### src/rtl/assert_macros.svh
// Assertion macros for the RTL that carries concurrent checks (kmeans_nearest_centre).
// Depends on nothing; each macro expands to one labeled concurrent assertion.
`ifndef ASSERT_MACROS_SVH
`define ASSERT_MACROS_SVH

// Property that must hold at every clock edge outside reset.
`define ASSERT_HOLDS(label, clk, rst_n, prop, msg) \
  label: assert property (@(posedge clk) disable iff (!(rst_n)) (prop)) else $error(msg);

// Implication checked in the same cycle outside reset.
`define ASSERT_IMPLIES(label, clk, rst_n, ante, cons, msg) \
  label: assert property (@(posedge clk) disable iff (!(rst_n)) (ante) |-> (cons)) \
    else $error(msg);

`endif

### src/rtl/kmn_pkg.sv
// Package for the k-means nearest centre block: field widths, codes,
// beat payload types and the controller/datapath command and status types.
package kmn_pkg;

  localparam int MAX_CLASSES_DEF = 16;
  localparam int MAX_BANDS_DEF   = 16;
  localparam int SAMPLE_BITS     = 16;
  localparam int CFG_BITS        = 5;
  localparam int INDEX_BITS      = 4;
  localparam int LABEL_BITS      = 5;
  localparam int DIST_BITS       = 36;
  localparam int SQ_BITS         = 2 * SAMPLE_BITS;

  localparam logic [DIST_BITS-1:0] DIST_MAX = {DIST_BITS{1'b1}};

  localparam logic [CFG_BITS-1:0] CLASS_COUNT_RST = CFG_BITS'(2);
  localparam logic [CFG_BITS-1:0] BAND_COUNT_RST  = CFG_BITS'(1);

  // Configuration register indexes.
  localparam logic CFG_CLASS_COUNT = 1'b0;
  localparam logic CFG_BAND_COUNT  = 1'b1;

  // Input beat command codes.
  localparam logic CMD_LOAD  = 1'b0;
  localparam logic CMD_PIXEL = 1'b1;

  typedef struct packed {
    logic                   cmd;
    logic [INDEX_BITS-1:0]  class_index;
    logic [INDEX_BITS-1:0]  band_index;
    logic [SAMPLE_BITS-1:0] sample;
    logic                   pixel_ok;
  } kmn_in_t;

  typedef struct packed {
    logic [LABEL_BITS-1:0] label;
    logic [DIST_BITS-1:0]  min_distance;
  } kmn_out_t;

  typedef struct packed {
    logic load;     // write the beat's coordinate into the centre store
    logic start;    // latch a pixel sample and rewind the class counter
    logic issue;    // send the current class into the distance pipeline
    logic advance;  // move on to the next band of the pixel
    logic finish;   // register the result and clear the pixel state
  } kmn_cmd_t;

  typedef struct packed {
    logic last_class;
    logic last_band;
    logic pipe_busy;
  } kmn_status_t;

endpackage

### src/rtl/kmn_ctrl.sv
// Controller of the k-means nearest centre block: sequences accept, class
// passes, pipeline drain and result hand-off. Depends on kmn_pkg.
module kmn_ctrl (
  input  logic                 clk_i,
  input  logic                 rst_ni,
  input  logic                 in_valid_i,
  input  logic                 in_cmd_i,
  input  logic                 out_ready_i,
  input  kmn_pkg::kmn_status_t status_i,
  output logic                 in_ready_o,
  output logic                 out_valid_o,
  output kmn_pkg::kmn_cmd_t    cmd_o
);

  localparam logic [1:0] S_IDLE  = 2'd0;
  localparam logic [1:0] S_RUN   = 2'd1;
  localparam logic [1:0] S_DRAIN = 2'd2;

  logic [1:0] state_q, state_d;
  logic       out_valid_q, out_valid_d;

  always_comb begin
    state_d    = state_q;
    cmd_o      = '0;
    in_ready_o = 1'b0;
    unique case (state_q)
      S_IDLE: begin
        in_ready_o = 1'b1;
        if (in_valid_i) begin
          if (in_cmd_i == kmn_pkg::CMD_PIXEL) begin
            cmd_o.start = 1'b1;
            state_d     = S_RUN;
          end else begin
            cmd_o.load = 1'b1;
          end
        end
      end
      S_RUN: begin
        cmd_o.issue = 1'b1;
        if (status_i.last_class) begin
          state_d = S_DRAIN;
        end
      end
      S_DRAIN: begin
        if (!status_i.pipe_busy) begin
          if (!status_i.last_band) begin
            cmd_o.advance = 1'b1;
            state_d       = S_IDLE;
          end else if (!out_valid_q || out_ready_i) begin
            // The pass waits here until the output register is free.
            cmd_o.finish = 1'b1;
            state_d      = S_IDLE;
          end
        end
      end
      default: begin
        state_d = S_IDLE;
      end
    endcase
  end

  always_comb begin
    out_valid_d = out_valid_q;
    if (cmd_o.finish) begin
      out_valid_d = 1'b1;
    end else if (out_valid_q && out_ready_i) begin
      out_valid_d = 1'b0;
    end
  end

  always_ff @(posedge clk_i or negedge rst_ni) begin
    if (!rst_ni) begin
      state_q     <= S_IDLE;
      out_valid_q <= 1'b0;
    end else begin
      state_q     <= state_d;
      out_valid_q <= out_valid_d;
    end
  end

  assign out_valid_o = out_valid_q;

endmodule

### config.mk
export PLATFORM = sky130hd
export DESIGN_NAME = kmn_ctrl
export DESIGN_NICKNAME = d
export VERILOG_FILES = /design/src/rtl/assert_macros.svh /design/src/rtl/kmn_pkg.sv /design/src/rtl/kmn_ctrl.sv
export SDC_FILE = /design/constraint.sdc
export NUM_CORES = 1
export LEC_CHECK = 0
export ABC_AREA = 1
export BUFFER_PORTS_ARGS = -buffer_cell sky130_fd_sc_hd__buf_2
export CAP_MARGIN = 20
export CORE_AREA = 2 2 39 41
export DETAILED_ROUTE_END_ITERATION = 8
export DIE_AREA = 0 0 41 43
export GPL_TIMING_DRIVEN = 0
export SKIP_CTS_REPAIR_TIMING = 1
export SYNTH_ARGS = -nofsm -noshare
export SYNTH_HDL_FRONTEND = slang
export SYNTH_SLANG_ARGS = --single-unit
### constraint.sdc
create_clock -name clk_i -period 1 [get_ports clk_i]
set_input_delay 0.2 -clock clk_i [delete_from_list [all_inputs] [get_ports clk_i]]
set_output_delay 0.2 -clock clk_i [all_outputs]
set_load 0.02 [all_outputs]
After elaboration in Yosys (flattened, before gate mapping)
Cells that the tools add are included.
- register bits after elaboration: 3
- input bits: 8
- output and inout port bits: 7
- word-level logic and storage cells: 35
- equal/unequal tests: 7
- muxes and demuxes: 20
- reduce and logical (&&, ||, !) cells: 6
- operator list (cell ; count):
    $mux 2 ; 10
    $mux 1 ; 9
    $ne 2x2->1 const B ; 4
    $pmux 2 s3 ; 1
    $reduce_and 5->1 ; 1
    $ne 3x3->1 const B ; 1
    $eq 2x1->1 const B ; 1
    $eq 2x2->1 const B ; 1
    $logic_not 2->1 ; 1
    $reduce_bool 2->1 ; 1
    $logic_and 1x1->1 ; 1
    $logic_not 1->1 ; 1
    $logic_or 1x1->1 ; 1

Longest topological paths before layout
Gate-level depths: netlist of the first run.
- depth after elaboration: 7
- gate-level depth with buffers: 5
- depth with buffers taken out: 5

Worst setup path before layout of the first run
OpenSTA, ideal clock, no wires.
- path type: register to output
- start: register state_q[0]
- end: output cmd_o[4] in the netlist's numbering
- arrival time: 1043 ps
- required time: 800 ps
- setup slack: -243 ps
- cell stages (with the launch flop): 4
- path buffers: 0
- cells stage by stage: dfrtp_1 > nor2_4 > inv_2 > nor3b_2
- RTL lines (item ; line ; text):
    from (decl) ; kmn_ctrl.sv:19 ; logic [1:0] state_q, state_d;
    from (signal assigned) ; kmn_ctrl.sv:76 ; state_q <= state_d;
    to (decl) ; kmn_ctrl.sv:12 ; output kmn_pkg::kmn_cmd_t cmd_o

==> flow_metrics.env, run 1 <==
export IMPL_status="complete, but fails checks"
export IMPL_violations="setup timing"
export IMPL_grt_max_degree=6
export IMPL_setup_viol=6
export IMPL_vias=260
export IMPL_num_antenna_cells=0
export IMPL_antenna_found_initial=0
export IMPL_drive_gt1_share_pct=66.0
export IMPL_finalWorstSetupSlack_ps=-405
export IMPL_hold_viol=0
export IMPL_worst_pin_slew_ps=153
export IMPL_fillers=154
export IMPL_ys_warnings_count=0
export IMPL_die_area_um2=1760
export IMPL_gp_congestion=0.588
export IMPL_place_hpwl_um=388
export IMPL_netlist_area_um2=215
export IMPL_syn_num_nets=37
export IMPL_cts_tree="yes"
export IMPL_drv_cap=0
export IMPL_min_period_ps=1400
export IMPL_critPathLaunch="state_q[0]$_DFFE_PN0P_"
export IMPL_finalCritPeriodShare_pct=140
export IMPL_ys_seq_area_share_pct=34.9
export IMPL_cp_required_ps=800
export IMPL_crit_path_start_kind="register"
export IMPL_initial_utilization_pct=15.6
export IMPL_fin_area_um2=432
export IMPL_ctsRootBufferMaster="clkbuf_4"
export IMPL_grtUsageTotal_pct=6.23
export IMPL_endpoint_kind="output port"
export IMPL_critPathKind="reg2out"
export IMPL_cts_sinks=3
export IMPL_drt_pre_antenna_iters=4
export IMPL_drt_wl_total_um=553
export IMPL_port_buffers=14
export IMPL_place_area_um2=315
export IMPL_avgSynthCellArea_um2=7.42
export IMPL_p_total_mw=1.07
export IMPL_die_height_um=43
export IMPL_relSlewSlack_pct=89.7
export IMPL_synthCells=29
export IMPL_leakagePower_nw=0.229
export IMPL_hp_class="in2reg"
export IMPL_ys_types=15
export IMPL_pre_cts_slack_ps=-197
export IMPL_arrival_ps=1200
export IMPL_route_detailed_drc=0
export IMPL_path_max_fanout=5
export IMPL_irDropWorstVdd_v=0.000586
export IMPL_ant_nets=0
export IMPL_grt_pass1_vias=204
export IMPL_clock_path_buffers=2
export IMPL_cellPowerDensity_nw_per_um2=2470
export IMPL_fp_row_count=14
export IMPL_first_iter_violations=3
export IMPL_die_w_um=41
export IMPL_crit_end="cmd_o[4]"
export IMPL_timing_fmax_mhz=712
export IMPL_skew_ps=3.93
export IMPL_cts_htree_levels=1
export IMPL_path_clk_slew_ps=30
export IMPL_fp_coreArea_um2=1380
export IMPL_reg2reg_depth=5
export IMPL_r2r_end="state_q[1]$_DFFE_PN0P_"
export IMPL_synthToLayoutAreaGrowth_pct=101
export IMPL_grt_remaining_overflow=0
export IMPL_wl_per_cell_um=8.01
export IMPL_r2r_start="state_q[1]$_DFFE_PN0P_"
export IMPL_via_per_inst=3.77
export IMPL_rsz0062_at_grt="yes"
export IMPL_r2r_slack_ps=60
export IMPL_grt_pass1_wl_um=669
export IMPL_nets=62
export IMPL_cts_buffers=3
export IMPL_yosys_register_bits=3
export IMPL_io_pin_count=15
export IMPL_drv_slew=0
export IMPL_clk_latency_ps=240
final cells by class:
cell class	count	area (µm²)	area share, %
Buffer	1	7.51	1.74
Timing Repair Buffer	20	151	35.1
Sequential cell	3	77.6	18.0
Tap cell	16	20.0	4.64
Inverter	6	22.5	5.22
Clock buffer	4	26.3	6.09
Multi-Input combinational cell	19	126	29.3
layout by cell type (no fill, tap or decap):
cell / synthesis / final
buf_4: 1 / 7
inv_2: 2 / 2
nor2_1: 2 / 1
nand2_1: 6 / 5
inv_1: 4 / 4
dlygate4sd3_1: 0 / 1
dfrtp_2: 0 / 2
clkbuf_1: 0 / 1
or2_1: 1 / 1
nand2_2: 1 / 2
clkbuf_4: 0 / 3
buf_6: 0 / 5
nor3b_4: 0 / 1
dfrtp_1: 3 / 1
nor2_4: 1 / 2
nor2_2: 1 / 1
o21ai_1: 1 / 1
o21ai_2: 2 / 2
nand3_1: 2 / 2
nor3_1: 1 / 1
buf_2: 0 / 8
state kept, by name (all words and copies together) (netlist names):
name / count
out_valid_o: 1
state_q: 2
routing by layer:
metal	vias up	global-route usage [%]	part of all wire (%)
li1	134	-	-
met1	117	4.84	31
met2	9	9.06	61
met3	0	3.14	8.0
met4	0	8.00	0
met5	-	0	0
cells in the mapped netlist:
cell type  instances  area share (%)
nor2_1             2             3.5
buf_4              1             3.5
o21ai_1            1             2.3
inv_1              4             7.0
or2_1              1             2.9
nand2_2            1             2.9
nand3_1            2             4.7
nor3b_2            1             5.8
nor2_2             1             2.9
nor3_1             1             2.3
inv_2              2             3.5
nor2_4             1             5.2
nand2_1            6              10
dfrtp_1            3              35
o21ai_2            2             8.1
stage by stage:
stage	setup TNS, ps	util [%]	hold slack (ps)	cells
after CTS	-1910	24.7	-252	63
after global routing	-2300	31.2	166	69
after detailed placement	-481	22.8	-0.543	59
after floorplan	-483	-	-95.6	29
final	-2030	31.2	165	69
after global placement	-475	22.8	-1.42	59
logic make-up after synthesis:
family | share of synthesized area (%)
DFF | 34.9
AOI/OAI and AO/OA | 10.5
and+or+nand+nor | 40.7
buffers and inverters | 14.0
critical path, cell delays in order, from the launching register on:
cell,delay (ps)
dfrtp_2,450
nor2_4,130
inv_2,70
nor3b_4,180
buf_6,140
worst min-delay path by stage:
stage                 from                      end  cells after the start
6_report       status_i[0]  out_valid_o$_DFFE_PN0P_                      2
5_1_grt        status_i[0]  out_valid_o$_DFFE_PN0P_                      2
4_1_cts             rst_ni   state_q[1]$_DFFE_PN0P_                      1
3_5_place_dp        rst_ni   state_q[0]$_DFFE_PN0P_                      1
3_3_place_gp        rst_ni   state_q[0]$_DFFE_PN0P_                      1
2_1_floorplan       rst_ni  out_valid_o$_DFFE_PN0P_                      0
power by group:
group          internal, mW  leakage (nW)  total [mW]  switching, mW
Combinational         0.320         0.177       0.635          0.315
Clock                 0.150        0.0150       0.216         0.0665
Sequential            0.163        0.0371       0.215         0.0521
Total                 0.633         0.229        1.07          0.434
No activity file was read; power rests on OpenSTA's default activity.
==> run 2: changes to the inputs <==
--- a/config.mk
+++ b/config.mk
@@ -7,7 +7,6 @@
 export LEC_CHECK = 0
 export ABC_AREA = 1
 export BUFFER_PORTS_ARGS = -buffer_cell sky130_fd_sc_hd__buf_2
-export CAP_MARGIN = 20
 export CORE_AREA = 2 2 39 41
 export DETAILED_ROUTE_END_ITERATION = 8
 export DIE_AREA = 0 0 41 43
==> constraint.sdc (replaced) <==
create_clock -name clk_i -period 1.6 [get_ports clk_i]
set_input_delay 0.32 -clock clk_i [delete_from_list [all_inputs] [get_ports clk_i]]
set_output_delay 0.32 -clock clk_i [all_outputs]
set_load 0.02 [all_outputs]
==> flow_metrics.env, run 2 (synthesis results as in run 1) <==
export IMPL_cts_buffers=3
export IMPL_port_buffers=14
export IMPL_setup_viol=0
export IMPL_skew_ps=0.820
export IMPL_drv_slew=0
export IMPL_initial_utilization_pct=15.6
export IMPL_p_total_mw=0.531
export IMPL_fp_row_count=14
export IMPL_drive_gt1_share_pct=58.3
export IMPL_status="complete, no violations"
export IMPL_vias=237
export IMPL_grt_pass1_wl_um=800
export IMPL_antenna_found_initial=0
export IMPL_synthToLayoutAreaGrowth_pct=65.1
export IMPL_grt_remaining_overflow=0
export IMPL_cts_htree_levels=1
export IMPL_cellPowerDensity_nw_per_um2=1490
export IMPL_leakagePower_nw=0.201
export IMPL_die_height_um=43
export IMPL_first_iter_violations=1
export IMPL_hold_viol=0
export IMPL_ctsRootBufferMaster="clkbuf_4"
export IMPL_fp_coreArea_um2=1380
export IMPL_critPathLaunch="state_q[0]$_DFFE_PN0P_"
export IMPL_utilization_pct=25.7
export IMPL_drt_pre_antenna_iters=2
export IMPL_relSlewSlack_pct=89.0
export IMPL_ant_nets=0
export IMPL_min_period_ps=1500
export IMPL_largest_register="state_q"
export IMPL_tns_ps=0
export IMPL_die_w_um=41
export IMPL_arrival_ps=1180
export IMPL_critPathKind="reg2out"
export IMPL_finalCritPeriodShare_pct=94.0
export IMPL_fillers=163
export IMPL_nets=57
export IMPL_min_delay_start="status_i[0]"
export IMPL_largest_reg_flops=2
export IMPL_finalWorstSetupSlack_ps=95.7
export IMPL_grt_pass1_vias=248
export IMPL_hp_class="in2reg"
export IMPL_die_area_um2=1760
export IMPL_wl_per_cell_um=7.83
export IMPL_timing_fmax_mhz=665
export IMPL_io_pin_count=15
export IMPL_clock_path_buffers=2
export IMPL_worst_pin_slew_ps=164
export IMPL_via_per_inst=3.70
export IMPL_cts_tree="yes"
export IMPL_grtUsageTotal_pct=7.33
export IMPL_irDropWorstVdd_v=0.000387
export IMPL_gp_congestion=0.590
export IMPL_clk_latency_ps=230
export IMPL_layout_common_cells="buf_2, nand2_1, inv_1"
export IMPL_final_common_cell="buf_2"
export IMPL_num_antenna_cells=0
export IMPL_drt_wl_total_um=501
export IMPL_route_detailed_drc=0
export IMPL_cts_sinks=3
export IMPL_r2r_start="state_q[0]$_DFFE_PN0P_"
export IMPL_crit_path_start_kind="register"
export IMPL_drv_cap=0
export IMPL_pre_cts_slack_ps=270
export IMPL_path_max_fanout=5
export IMPL_path_clk_slew_ps=40
export IMPL_grt_max_degree=6
export IMPL_rsz0062_at_grt="no"
export IMPL_cp_required_ps=1280
export IMPL_endpoint_kind="output port"
==> run 2: cell count changes in the layout (fill, tap and decap cells not counted), sizes merged <==
cell	delta
buf	-5
==> run 2: worst max-delay path: stages (launching register included) <==
cell	delay, ps
dfrtp_2	450
nor2_4	130
nand2_2	60
nor2_1	80
buf_4	100
buf_4	120
==> run 2: power breakdown <==
group	internal, mW	switching (mW)
Sequential	0.101	0.0330
Combinational	0.0978	0.165
Clock	0.0935	0.0399
Total	0.293	0.238
==> run 2: cell type report <==
cell class	instances	area, µm²	share of cell area (%)
repair buffers	15	85.1	23.9
inverters	6	22.5	6.34
flip-flops and latches	3	76.3	21.5
clock buffers	4	26.3	7.39
plain buffers	1	7.51	2.11
multi-input cells	19	118	33.1
well taps	16	20.0	5.63
==> run 2: worst paths after layout <==
path / end / slack (ps) / cells past startpoint
max: cmd_o[0] / 100 / 5
min: out_valid_o$_DFFE_PN0P_ / 290 / 2
max reg2reg: state_q[1]$_DFFE_PN0P_ / 740 / 4
min reg2reg: out_valid_o$_DFFE_PN0P_ / 500 / 2
max in group asynchronous: state_q[0]$_DFFE_PN0P_ / 1070 / 2
min in group asynchronous: state_q[0]$_DFFE_PN0P_ / 410 / 2
==> run 2: per-stage QoR <==
step,instances,area [µm²],hold WS (ps)
2_1_floorplan,29,215,24.4
3_3_place_gp,59,305,118
3_5_place_dp,59,305,120
4_1_cts,63,332,-131
5_1_grt,64,355,289
6_report,64,355,291
==> run 2: routing by layer <==
metal  GRT usage [%]  wire length, µm  vias up
met4            8.00                0        0
met1            4.18              157      107
met5               0                0        -
li1                -                -      124
met3            4.71               34        0
met2            12.2              310        6
==> run 3: changes to the inputs <==
--- a/config.mk
+++ b/config.mk
@@ -8,6 +8,7 @@
 export ABC_AREA = 1
 export BUFFER_PORTS_ARGS = -buffer_cell sky130_fd_sc_hd__buf_2
 export CORE_AREA = 2 2 39 41
+export CTS_BUF_LIST = sky130_fd_sc_hd__clkbuf_2
 export DETAILED_ROUTE_END_ITERATION = 8
 export DIE_AREA = 0 0 41 43
 export GPL_TIMING_DRIVEN = 0
==> flow_metrics.env, run 3 (synthesis results as in run 1) <==
export IMPL_status="complete, no violations"
export IMPL_leakagePower_nw=0.202
export IMPL_wl_per_cell_um=7.52
export IMPL_grt_max_degree=6
export IMPL_grt_pass1_vias=248
export IMPL_largest_reg_flops=2
export IMPL_fillers=166
export IMPL_cts_buffers=3
export IMPL_cts_htree_levels=1
export IMPL_path_cells="nor2_2 > nand2_1 > nor2_1 > buf_4 > buf_4"
export IMPL_min_period_ps=1510
export IMPL_fp_coreArea_um2=1380
export IMPL_setup_viol=0
export IMPL_hold_viol=0
export IMPL_fp_row_count=14
export IMPL_dp_cells=59
export IMPL_path_clk_slew_ps=40
export IMPL_rsz0062_at_grt="yes"
export IMPL_grt_remaining_overflow=0
export IMPL_drv_slew=0
export IMPL_grt_pass1_wl_um=800
export IMPL_io_pin_count=15
export IMPL_timing_fmax_mhz=664
export IMPL_hp_class="in2reg"
export IMPL_clock_path_buffers=2
export IMPL_critical_path_slowest_cell="dfrtp_2"
export IMPL_first_iter_violations=1
export IMPL_clk_latency_ps=200
export IMPL_final_common_cell="buf_2"
export IMPL_drive_gt1_share_pct=58.3
export IMPL_layout_common_cells="buf_2, nand2_1, inv_1, clkbuf_2, buf_4"
export IMPL_cts_tree="yes"
export IMPL_synthToLayoutAreaGrowth_pct=58.7
export IMPL_relSlewSlack_pct=89.9
export IMPL_worst_pin_slew_ps=150
export IMPL_antenna_found_initial=0
export IMPL_drt_pre_antenna_iters=2
export IMPL_gp_congestion=0.590
export IMPL_ant_nets=0
export IMPL_vias=238
export IMPL_ctsRootBufferMaster="clkbuf_2"
export IMPL_utilization_pct=24.7
export IMPL_drv_cap=0
export IMPL_cts_sinks=3
export IMPL_cellPowerDensity_nw_per_um2=1430
export IMPL_port_buffers=14
export IMPL_skew_ps=0.995
export IMPL_wl_met3_um=29
export IMPL_grtUsageTotal_pct=7.33
export IMPL_cp_required_ps=1280
export IMPL_route_met2_wl_um=289
export IMPL_finalCritPeriodShare_pct=94.2
export IMPL_routed_top_layer="met3"
export IMPL_ff_latch_area_um2=76.3
export IMPL_die_area_um2=1760
export IMPL_via_per_inst=3.72
export IMPL_drt_wl_total_um=481
export IMPL_irDropWorstVdd_v=0.000334
export IMPL_max_stage_delay_ps=440
export IMPL_fin_cells=64
export IMPL_largest_register="state_q"
export IMPL_nets=57
export IMPL_path_max_fanout=5
export IMPL_arrival_ps=1190
export IMPL_num_antenna_cells=0
export IMPL_crit_path_start_kind="register"
export IMPL_endpoint_kind="output port"
export IMPL_route_detailed_drc=0
export IMPL_multi_input_area_um2=110
export IMPL_die_height_um=43
export IMPL_die_w_um=41
export IMPL_critPathKind="reg2out"
export IMPL_crit_top_cell="buf_4"
export IMPL_wl_met1_um=163
export IMPL_initial_utilization_pct=15.6
==> run 3: final cells by class <==
| cell class | count | area share (%) |
|---|---|---|
| Inverter | 6 | 6.59 |
| Tap cell | 16 | 5.86 |
| Sequential cell | 3 | 22.3 |
| Buffer | 1 | 2.20 |
| Timing Repair Buffer | 15 | 24.9 |
| Clock buffer | 4 | 5.86 |
| Multi-Input combinational cell | 19 | 32.2 |
==> run 3: worst max-delay path, delay by kind of cell (launching register included) <==
kind	cells	cell delay (ps)
buffers and inverters	2	220
DFF	1	440
and+or+nand+nor	3	320
==> run 3: where the power goes <==
group          switching (mW)  total [mW]  internal (mW)
combinational           0.160       0.254         0.0940
sequential             0.0298       0.131          0.101
clock                  0.0377       0.104         0.0659
==> run 3: stage by stage <==
step | setup WS (ps) | hold slack [ps] | area [µm²] | TNS, ps | power, mW
after floorplan | 237 | 24.4 | 215 | 0 | 0.310
after global placement | 284 | 118 | 305 | 0 | 0.377
after detailed placement | 270 | 120 | 305 | 0 | 0.382
after CTS | 37.2 | -106 | 325 | 0 | 0.491
after global routing | -3.29 | 307 | 342 | -3.29 | 0.539
final | 93.4 | 326 | 342 | 0 | 0.488
==> run 3: final timing paths <==
path,from,to,slack [ps],cells after the start
worst max-delay path,state_q[0]$_DFFE_PN0P_,cmd_o[0],90,5
worst min-delay path,status_i[0],out_valid_o$_DFFE_PN0P_,330,2
worst max register to register,state_q[0]$_DFFE_PN0P_,state_q[1]$_DFFE_PN0P_,730,4
worst min register to register,out_valid_o$_DFFE_PN0P_,out_valid_o$_DFFE_PN0P_,500,2
max in group asynchronous,rst_ni,state_q[0]$_DFFE_PN0P_,1040,2
min in group asynchronous,rst_ni,state_q[0]$_DFFE_PN0P_,440,2
==> run 3: per-layer routing <==
layer / global-route usage [%] / vias to the layer above
met5: 0 / -
met4: 8.00 / 0
met3: 4.71 / 0
met2: 12.2 / 4
met1: 4.18 / 109
li1: - / 125
